**src/hdl/lfg_pkg.sv**
```systemverilog
package lfg_pkg;

  localparam int LFG_MAX_REGION  = 65536;
  localparam int LFG_LEN_W       = 17;
  localparam int LFG_LEN_MAX     = (1 << LFG_LEN_W) - 1;
  localparam int LFG_SAMPLE_W    = 16;
  localparam int LFG_NARROW_W    = 8;
  localparam int LFG_GAIN_SHIFT  = 10;
  localparam int LFG_QUOT_W      = LFG_GAIN_SHIFT + 1;
  localparam int LFG_DIVIDEND_W  = LFG_LEN_W + LFG_GAIN_SHIFT;
  localparam int LFG_PROD_W      = LFG_QUOT_W + 1 + LFG_SAMPLE_W;
  localparam int LFG_QUEUE_DEPTH = 2;
  localparam int LFG_CFG_INDEX_W = 2;
  localparam int LFG_CFG_DATA_W  = LFG_LEN_W;

  localparam logic [LFG_CFG_INDEX_W-1:0] REG_FADE_IN       = 2'd0;
  localparam logic [LFG_CFG_INDEX_W-1:0] REG_WIDE_SAMPLES  = 2'd1;
  localparam logic [LFG_CFG_INDEX_W-1:0] REG_REGION_LENGTH = 2'd2;

  typedef enum logic [1:0] {
    ST_IDLE,
    ST_DIV,
    ST_SCALE,
    ST_FIN
  } lfg_state_t;

  // one classified item, handed from front to back
  typedef struct packed {
    logic [LFG_DIVIDEND_W-1:0] dividend;
    logic [LFG_LEN_W-1:0]      divisor;
    logic                      neg;
    logic                      wide;
    logic [LFG_SAMPLE_W-1:0]   sample;
    logic                      last;
  } lfg_cmd_t;

endpackage

```
**src/hdl/lfg_if.sv**
```systemverilog
interface lfg_sample_if import lfg_pkg::*; ();
  logic                           valid;
  logic                           ready;
  logic signed [LFG_SAMPLE_W-1:0] sample_in;

  modport source (output valid, output sample_in, input ready);
  modport sink (input valid, input sample_in, output ready);
endinterface

interface lfg_result_if import lfg_pkg::*; ();
  logic                           valid;
  logic                           ready;
  logic signed [LFG_SAMPLE_W-1:0] sample_out;
  logic                           region_end;

  modport source (output valid, output sample_out, output region_end, input ready);
  modport sink (input valid, input sample_out, input region_end, output ready);
endinterface

interface lfg_cfg_if import lfg_pkg::*; ();
  logic                       valid;
  logic                       ready;
  logic [LFG_CFG_INDEX_W-1:0] index;
  logic [LFG_CFG_DATA_W-1:0]  data;

  modport source (output valid, output index, output data, input ready);
  modport sink (input valid, input index, input data, output ready);
endinterface

```
**src/hdl/lfg_front.sv**
```systemverilog
module lfg_front import lfg_pkg::*; #(
  parameter int MAX_REGION = LFG_MAX_REGION
) (
  input  logic         clk,
  input  logic         rst,
  lfg_cfg_if.sink      cfg,
  lfg_sample_if.sink   samples,
  input  logic         queue_full,
  output logic         push,
  output lfg_cmd_t     push_cmd
);

  localparam int EffMax = (MAX_REGION < LFG_LEN_MAX) ? MAX_REGION : LFG_LEN_MAX;
  localparam int PosW   = $clog2(EffMax);

  logic                   fade_in;
  logic                   wide_samples;
  logic [LFG_LEN_W-1:0]   region_length;
  logic [PosW-1:0]        position;

  logic [LFG_LEN_W-1:0]   len;
  logic [LFG_LEN_W-1:0]   pos_ext;
  logic [LFG_LEN_W-1:0]   idx;
  logic [LFG_LEN_W-1:0]   k;
  logic                   last;
  logic                   neg8;
  logic [LFG_NARROW_W-1:0] mag8;
  logic [LFG_LEN_W+LFG_NARROW_W-1:0] narrow_prod;

  assign cfg.ready     = 1'b1;
  assign samples.ready = !queue_full;
  assign push          = samples.valid && !queue_full;

  always_ff @(posedge clk) begin
    if (rst) begin
      fade_in       <= 1'b1;
      wide_samples  <= 1'b1;
      region_length <= LFG_LEN_W'(1);
    end else if (cfg.valid) begin
      case (cfg.index)
        REG_FADE_IN:       fade_in       <= cfg.data[0];
        REG_WIDE_SAMPLES:  wide_samples  <= cfg.data[0];
        REG_REGION_LENGTH: region_length <= cfg.data[LFG_LEN_W-1:0];
        default: ;
      endcase
    end
  end

  always_comb begin
    if (region_length == '0) begin
      len = LFG_LEN_W'(1);
    end else if (int'(region_length) > MAX_REGION) begin
      len = LFG_LEN_W'(MAX_REGION);
    end else begin
      len = region_length;
    end
    pos_ext = LFG_LEN_W'(position);
    // a length lowered mid-region pins the index to the last sample
    if (pos_ext >= len - LFG_LEN_W'(1)) begin
      idx  = len - LFG_LEN_W'(1);
      last = 1'b1;
    end else begin
      idx  = pos_ext;
      last = 1'b0;
    end
    k = fade_in ? idx : (len - idx);

    neg8 = samples.sample_in[LFG_NARROW_W-1];
    mag8 = neg8 ? LFG_NARROW_W'(~samples.sample_in[LFG_NARROW_W-1:0] + 1'b1)
                : samples.sample_in[LFG_NARROW_W-1:0];
    narrow_prod = {{LFG_NARROW_W{1'b0}}, k} * {{LFG_LEN_W{1'b0}}, mag8};

    push_cmd.divisor = len;
    push_cmd.wide    = wide_samples;
    push_cmd.sample  = samples.sample_in;
    push_cmd.last    = last;
    if (wide_samples) begin
      push_cmd.dividend = {k, {LFG_GAIN_SHIFT{1'b0}}};
      push_cmd.neg      = 1'b0;
    end else begin
      push_cmd.dividend = LFG_DIVIDEND_W'(narrow_prod);
      push_cmd.neg      = neg8;
    end
  end

  always_ff @(posedge clk) begin
    if (rst) begin
      position <= '0;
    end else if (push) begin
      position <= last ? '0 : PosW'(idx + LFG_LEN_W'(1));
    end
  end

endmodule

```
**src/hdl/lfg_queue.sv**
```systemverilog
module lfg_queue import lfg_pkg::*; (
  input  logic     clk,
  input  logic     rst,
  input  logic     push,
  input  lfg_cmd_t push_cmd,
  output logic     full,
  input  logic     pop,
  output logic     empty,
  output lfg_cmd_t head
);

  localparam int PtrW = (LFG_QUEUE_DEPTH > 1) ? $clog2(LFG_QUEUE_DEPTH) : 1;
  localparam int CntW = $clog2(LFG_QUEUE_DEPTH + 1);

  lfg_cmd_t        entries [LFG_QUEUE_DEPTH];
  logic [PtrW-1:0] wr_ptr;
  logic [PtrW-1:0] rd_ptr;
  logic [CntW-1:0] count;

  assign full  = (count == CntW'(LFG_QUEUE_DEPTH));
  assign empty = (count == '0);
  assign head  = entries[rd_ptr];

  always_ff @(posedge clk) begin
    if (push) begin
      entries[wr_ptr] <= push_cmd;
    end
  end

  always_ff @(posedge clk) begin
    if (rst) begin
      wr_ptr <= '0;
      rd_ptr <= '0;
      count  <= '0;
    end else begin
      if (push) begin
        wr_ptr <= (wr_ptr == PtrW'(LFG_QUEUE_DEPTH - 1)) ? '0 : wr_ptr + 1'b1;
      end
      if (pop) begin
        rd_ptr <= (rd_ptr == PtrW'(LFG_QUEUE_DEPTH - 1)) ? '0 : rd_ptr + 1'b1;
      end
      case ({push, pop})
        2'b10:   count <= count + 1'b1;
        2'b01:   count <= count - 1'b1;
        default: count <= count;
      endcase
    end
  end

endmodule

```
**src/hdl/lfg_back.sv**
```systemverilog
module lfg_back import lfg_pkg::*; (
  input  logic       clk,
  input  logic       rst,
  input  logic       empty,
  input  lfg_cmd_t   head,
  output logic       pop,
  lfg_result_if.source faded
);

  localparam int CntW = $clog2(LFG_QUOT_W);

  lfg_state_t state;
  lfg_state_t state_next;

  logic [LFG_LEN_W-1:0]             rem;
  logic [LFG_QUOT_W-1:0]            dq;
  logic [LFG_LEN_W-1:0]             divisor;
  logic [CntW-1:0]                  cnt;
  logic                             neg;
  logic                             wide;
  logic                             last;
  logic signed [LFG_SAMPLE_W-1:0]   x;
  logic signed [LFG_PROD_W-1:0]     prod;

  logic                             out_valid;
  logic signed [LFG_SAMPLE_W-1:0]   out_sample;
  logic                             out_last;
  logic                             out_load;

  logic [LFG_LEN_W:0]               trial;
  logic [LFG_LEN_W:0]               diff;
  logic                             fits;
  logic signed [LFG_PROD_W-1:0]     biased;
  logic signed [LFG_PROD_W-1:0]     wide_y;
  logic [LFG_SAMPLE_W-1:0]          q_ext;
  logic [LFG_SAMPLE_W-1:0]          y;

  always_ff @(posedge clk) begin
    if (rst) begin
      state <= ST_IDLE;
    end else begin
      state <= state_next;
    end
  end

  always_comb begin
    state_next = state;
    pop        = 1'b0;
    out_load   = 1'b0;
    case (state)
      ST_IDLE: begin
        if (!empty) begin
          pop        = 1'b1;
          state_next = ST_DIV;
        end
      end
      ST_DIV: begin
        if (cnt == CntW'(LFG_QUOT_W - 1)) begin
          state_next = ST_SCALE;
        end
      end
      ST_SCALE: state_next = ST_FIN;
      ST_FIN: begin
        if (!out_valid || faded.ready) begin
          out_load   = 1'b1;
          state_next = ST_IDLE;
        end
      end
      default: state_next = ST_IDLE;
    endcase
  end

  // restoring divide, one quotient bit per cycle; partial remainder starts below divisor
  always_comb begin
    trial  = {rem, dq[LFG_QUOT_W-1]};
    diff   = trial - {1'b0, divisor};
    fits   = (trial >= {1'b0, divisor});
    biased = prod + (prod[LFG_PROD_W-1] ? LFG_PROD_W'((1 << LFG_GAIN_SHIFT) - 1)
                                        : LFG_PROD_W'(0));
    wide_y = biased >>> LFG_GAIN_SHIFT;
    q_ext  = LFG_SAMPLE_W'(dq);
    if (wide) begin
      y = wide_y[LFG_SAMPLE_W-1:0];
    end else begin
      y = neg ? LFG_SAMPLE_W'(~q_ext + 1'b1) : q_ext;
    end
  end

  always_ff @(posedge clk) begin
    case (state)
      ST_IDLE: begin
        rem     <= LFG_LEN_W'(head.dividend[LFG_DIVIDEND_W-1:LFG_QUOT_W]);
        dq      <= head.dividend[LFG_QUOT_W-1:0];
        divisor <= head.divisor;
        neg     <= head.neg;
        wide    <= head.wide;
        last    <= head.last;
        x       <= head.sample;
        cnt     <= '0;
      end
      ST_DIV: begin
        rem <= fits ? diff[LFG_LEN_W-1:0] : trial[LFG_LEN_W-1:0];
        dq  <= {dq[LFG_QUOT_W-2:0], fits};
        cnt <= cnt + 1'b1;
      end
      ST_SCALE: prod <= $signed({1'b0, dq}) * x;
      default: ;
    endcase
  end

  always_ff @(posedge clk) begin
    if (rst) begin
      out_valid <= 1'b0;
    end else if (out_load) begin
      out_valid <= 1'b1;
    end else if (faded.ready) begin
      out_valid <= 1'b0;
    end
  end

  always_ff @(posedge clk) begin
    if (out_load) begin
      out_sample <= y;
      out_last   <= last;
    end
  end

  assign faded.valid      = out_valid;
  assign faded.sample_out = out_sample;
  assign faded.region_end = out_last;

endmodule

```
**src/hdl/linear_fade_gain_core.sv**
```systemverilog
// linear fade envelope over a region of signed audio samples
// samples: one sample per transfer; faded: one faded sample per input, with
// region_end high on the last sample of the region; cfg: register writes
// (0 fade_in, 1 wide_samples, 2 region_length), always ready, other indexes
// ignored. write cfg only while no sample is in flight.
// the front side holds the registers and the position counter, works out the
// weight and the divide operands for each sample and drops them into a
// two-entry queue; it keeps taking samples while the queue has room.
// the back side runs one restoring divide by the region length per sample,
// one quotient bit a cycle, then scales in 16-bit mode; it pops a new sample
// only after the last one has left the shared divider and been loaded into
// the output register.
// up to four samples can be in flight (queue, divider, output register).
// reset: fade-in, 16-bit mode, region length 1, position 0, queue empty.
// when faded.ready is low the output register holds; the divider finishes
// its current sample and the queue then fills before samples.ready drops.
module linear_fade_gain_core import lfg_pkg::*; #(
  parameter int MAX_REGION = LFG_MAX_REGION
) (
  input  logic          clk,
  input  logic          rst,
  lfg_cfg_if.sink       cfg,
  lfg_sample_if.sink    samples,
  lfg_result_if.source  faded
);

  logic     push;
  lfg_cmd_t push_cmd;
  logic     queue_full;
  logic     pop;
  logic     empty;
  lfg_cmd_t head;

  lfg_front #(
    .MAX_REGION (MAX_REGION)
  ) u_front (
    .clk        (clk),
    .rst        (rst),
    .cfg        (cfg),
    .samples    (samples),
    .queue_full (queue_full),
    .push       (push),
    .push_cmd   (push_cmd)
  );

  lfg_queue u_queue (
    .clk      (clk),
    .rst      (rst),
    .push     (push),
    .push_cmd (push_cmd),
    .full     (queue_full),
    .pop      (pop),
    .empty    (empty),
    .head     (head)
  );

  lfg_back u_back (
    .clk   (clk),
    .rst   (rst),
    .empty (empty),
    .head  (head),
    .pop   (pop),
    .faded (faded)
  );

endmodule

```
**src/flat_wrapper.sv**
```systemverilog
// flat-port wrapper written by rule: the top's interface ports become plain ports
module linear_fade_gain_core_flat import lfg_pkg::*;
#(
  parameter int MAX_REGION = LFG_MAX_REGION
)
  (clk, rst, cfg_valid, cfg_index, cfg_data, cfg_ready, samples_valid, samples_sample_in, samples_ready, faded_valid, faded_sample_out, faded_region_end, faded_ready);
  lfg_cfg_if cfg_i ();
  lfg_sample_if samples_i ();
  lfg_result_if faded_i ();
  input  logic clk;
  input  logic rst;
  input wire logic [$bits(cfg_i.valid)-1:0] cfg_valid;
  input wire logic [$bits(cfg_i.index)-1:0] cfg_index;
  input wire logic [$bits(cfg_i.data)-1:0] cfg_data;
  output wire logic [$bits(cfg_i.ready)-1:0] cfg_ready;
  input wire logic [$bits(samples_i.valid)-1:0] samples_valid;
  input wire logic [$bits(samples_i.sample_in)-1:0] samples_sample_in;
  output wire logic [$bits(samples_i.ready)-1:0] samples_ready;
  output wire logic [$bits(faded_i.valid)-1:0] faded_valid;
  output wire logic [$bits(faded_i.sample_out)-1:0] faded_sample_out;
  output wire logic [$bits(faded_i.region_end)-1:0] faded_region_end;
  input wire logic [$bits(faded_i.ready)-1:0] faded_ready;
  assign cfg_i.valid = cfg_valid;
  assign cfg_i.index = cfg_index;
  assign cfg_i.data = cfg_data;
  assign cfg_ready = cfg_i.ready;
  assign samples_i.valid = samples_valid;
  assign samples_i.sample_in = samples_sample_in;
  assign samples_ready = samples_i.ready;
  assign faded_valid = faded_i.valid;
  assign faded_sample_out = faded_i.sample_out;
  assign faded_region_end = faded_i.region_end;
  assign faded_i.ready = faded_ready;
  linear_fade_gain_core #(.MAX_REGION(MAX_REGION)) u_core (.clk(clk), .rst(rst), .cfg(cfg_i), .samples(samples_i), .faded(faded_i));
endmodule
```
**config.mk**
```make
export PLATFORM = sky130hd
export DESIGN_NAME = linear_fade_gain_core_flat
export DESIGN_NICKNAME = d
export VERILOG_FILES = /design/src/hdl/lfg_pkg.sv /design/src/hdl/lfg_if.sv /design/src/hdl/lfg_front.sv /design/src/hdl/lfg_queue.sv /design/src/hdl/lfg_back.sv /design/src/hdl/linear_fade_gain_core.sv /design/src/flat_wrapper.sv
export SDC_FILE = /design/constraint.sdc
export NUM_CORES = 1
export LEC_CHECK = 0
export BUFFER_PORTS_ARGS = -buffer_cell sky130_fd_sc_hd__buf_2
export CAP_MARGIN = 20
export CORE_ASPECT_RATIO = 1.4
export CORE_UTILIZATION = 50
export DETAILED_ROUTE_END_ITERATION = 16
export GPL_TIMING_DRIVEN = 0
export HOLD_SLACK_MARGIN = 0.06
export PLACE_DENSITY = 0.66
export SYNTH_ARGS = -nofsm -noshare
export SYNTH_HDL_FRONTEND = slang
export SYNTH_SLANG_ARGS = --single-unit
```
**constraint.sdc**
```tcl
create_clock -name clk -period 15.3 [get_ports clk]
set_input_delay 0.765 -clock clk [delete_from_list [all_inputs] [get_ports clk]]
set_output_delay 0.765 -clock clk [all_outputs]
set_load 0.005 [all_outputs]
```
==> summary.txt <==
crit-path max cell delay: 0.81 ns
IO buf count: 58
Max Buffers Root-to-Sink: 3
top post-synthesis cells by area: edfxtp_1 (29%), fa_1 (20%), ha_1 (8.9%), inv_1 (5.1%), dfxtp_1 (3.5%)
fin cells: 3,223
CP Launch Type: flip-flop
design area: 27,000 sq um
Setup WS post-layout: 1.64 ns
GP Congestion: 0.959
Antenna Nets Post-Route: 0
total number of yosys warnings: 0
Syn Area/Cell: 10.0 sq um
WL/cell: 18.6 microns
postcts setup bufs: 0
Crit path arrival time: 13.96 ns
largest net degree at the start of global routing: 64
chip height: 266 microns
CTS sink count: 281
via count: 17,800
htree depth: 1
WP data required: 15.60 ns
slew margin rel.: 0.260
antenna fix cells: 0
unique cell type count in the Yosys netlist: 79
area leader, netlist: edfxtp_1
Gate Count Post-Synth: 2,469
total CTS buffers: 29
drc violations: 0
placed cells: 3,169
CP max stage cell: a21oi_1
worst min path class: input pin to flip-flop
area delta synth->final: 8.69%
Core ar.: 49,000 sq um
Net count, final: 3,032
root buf cell: clkbuf_16
Synth Register Bits: 281
WL final: 60,100 microns
number of synthesized flops with an enable pin: 238
post-place setup slack: 1.77 ns
final worst path period share: 0.893
asr flop ratio synth: 0
hold buffers post-CTS: 0
Least-Margin Pin Slew: 1.11 ns
Placed Area: 26,000 sq um
Main synth FF type: edfxtp_1
skew final: 0.0338 ns
Total Routing Usage GR: 0.243
initial antenna violation count: 0
Worst Path Max Fanout: 11
die area: 50,500 sq um
fill count: 4,350
Maximum Capacitance Violations: 0
Initial Utilization: 0.506
post-synth top area share: 0.288
Final Hold Vio Count: 0
CTS tree: done
DP HPWL: 48,500 microns
clock-pin slew on the worst setup and hold paths: 0.06 ns
sequential fraction of the synthesis area: 0.323
vias in the first global route: 18,900
worst skew pair latency: 0.59 ns
row count: 96
I/O pin count: 60
Mapped Nets: 2,938
die width: 190 microns
Crit Path Class: flip-flop to flip-flop
RSZ-0062 raised after global routing: false
post-CTS sizing: 0
layout cells sized above 1: 0.0843
Fin Setup TNS: 0 ns
FMAX: 0.0732 GHz
Overflow after GRT: 0
global-route wire length before repair: 96,500 microns
final setup violation count: 0
max-slew violations: 0
initial DRC count: 933
Setup crit end kind: flip-flop
status: finished clean
via/cell ratio: 5.52
synthesized area: 24,800 sq um
drt pass-1 iters: 5
fin crit period: 13.66 ns
==> area by class of cell <==
class	count	area (sq um)	area share
multi-input cells	1750	15200	0.562
flip-flops and latches	281	8010	0.297
inverters	339	1270	0.0472
well taps	637	797	0.0296
clock buffers	31	733	0.0272
repair buffers	63	400	0.0148
plain buffers	99	383	0.0142
clock inverters	23	208	0.00770
==> sequential cells by signal, indices dropped and copies added, names as in the netlist, 11 cells and up, named ones only <==
signal,flops
u_core.u_queue.entries,126
u_core.u_back.prod,27
u_core.u_back.divisor,17
u_core.u_back.rem,17
u_core.u_front.region_length,17
u_core.u_back.faded.sample_out,16
u_core.u_back.x,16
u_core.u_front.position,16
u_core.u_back.dq,11
==> worst paths after layout <==
path,from,to,slack (ns),cells past startpoint
hold / removal,samples_sample_in[15],u_core.u_queue.entries[0][16],0.36,1
setup / recovery,u_core.u_front.region_length[16],u_core.u_queue.entries[1][60],1.64,47
setup reg to reg,u_core.u_front.region_length[16],u_core.u_queue.entries[1][60],1.64,47
hold reg to reg,u_core.u_back.last,u_core.u_back.faded.region_end,0.49,0
==> per-stage QoR <==
step	utilization	hold WS, ns
finish	0.550	0.363
detailed placement	0.531	0.496
CTS	0.550	0.343
global placement	0.528	0.483
global route	0.550	0.347
floorplan	-	0.400
==> cell usage in the layout (no fill, tap or decap), types with 64 or more instances in the layout <==
cell      count
clkbuf_1     81
o21ai_0      71
nor2_1      223
and2_1       94
a21oi_1     111
ha_1        175
nand2_1     212
fa_1        253
inv_1       337
buf_2        64
edfxtp_1    238
==> critical path, delay by kind of cell (launching register included) <==
kind / cells / cell delay [ns]
compound gates: 15 / 4.93
fa+ha+maj: 9 / 3.32
buf+inv: 11 / 2.66
simple gates: 11 / 1.81
flops: 1 / 0.43
xor+xnor: 1 / 0.18
==> kinds of logic (layout without fill, tap and decap cells) <==
| family | count (synthesis) | count (layout) | synth area share |
|---|---|---|---|
| and+or+nand+nor | 770 | 770 | 0.150 |
| buffers and inverters | 438 | 555 | 0.0667 |
| adders and majority gates | 429 | 429 | 0.293 |
| AOI/OAI and AO/OA | 364 | 364 | 0.0957 |
| DFF | 281 | 281 | 0.323 |
| xor gates and xnor gates | 104 | 104 | 0.0367 |
| muxes | 82 | 82 | 0.0354 |
| other | 1 | 1 | 0.000151 |
==> synth_stat cells (7+ instances only) <==
cell type	instances
inv_1	337
fa_1	253
edfxtp_1	238
nor2_1	224
nand2_1	212
ha_1	176
a21oi_1	111
and2_1	94
clkbuf_1	79
o21ai_0	71
xnor2_1	61
nor2b_1	52
dfxtp_1	43
mux2_2	43
xor2_1	43
mux2i_1	38
a21o_1	32
nor3_1	32
or2_2	30
a211oi_1	29
nand3_1	26
nand2b_1	23
o21a_1	22
or3_1	19
buf_1	13
nand4_1	11
nor4_1	10
o31ai_1	10
a31o_2	8
a31oi_1	8
nand3b_1	8
o211ai_1	8
and3_1	7
nor3b_1	7
==> per-layer routing <==
metal	GRT usage	up-vias	share of wire
met5	0	-	0
met4	0.125	0	0.052
met3	0.0203	162	0.028
met2	0.484	366	0.56
met1	0.247	8852	0.36
li1	-	8412	-
Power is not shown: default switching activity piles up to over one toggle a cycle in this logic, so the estimate is an artifact.
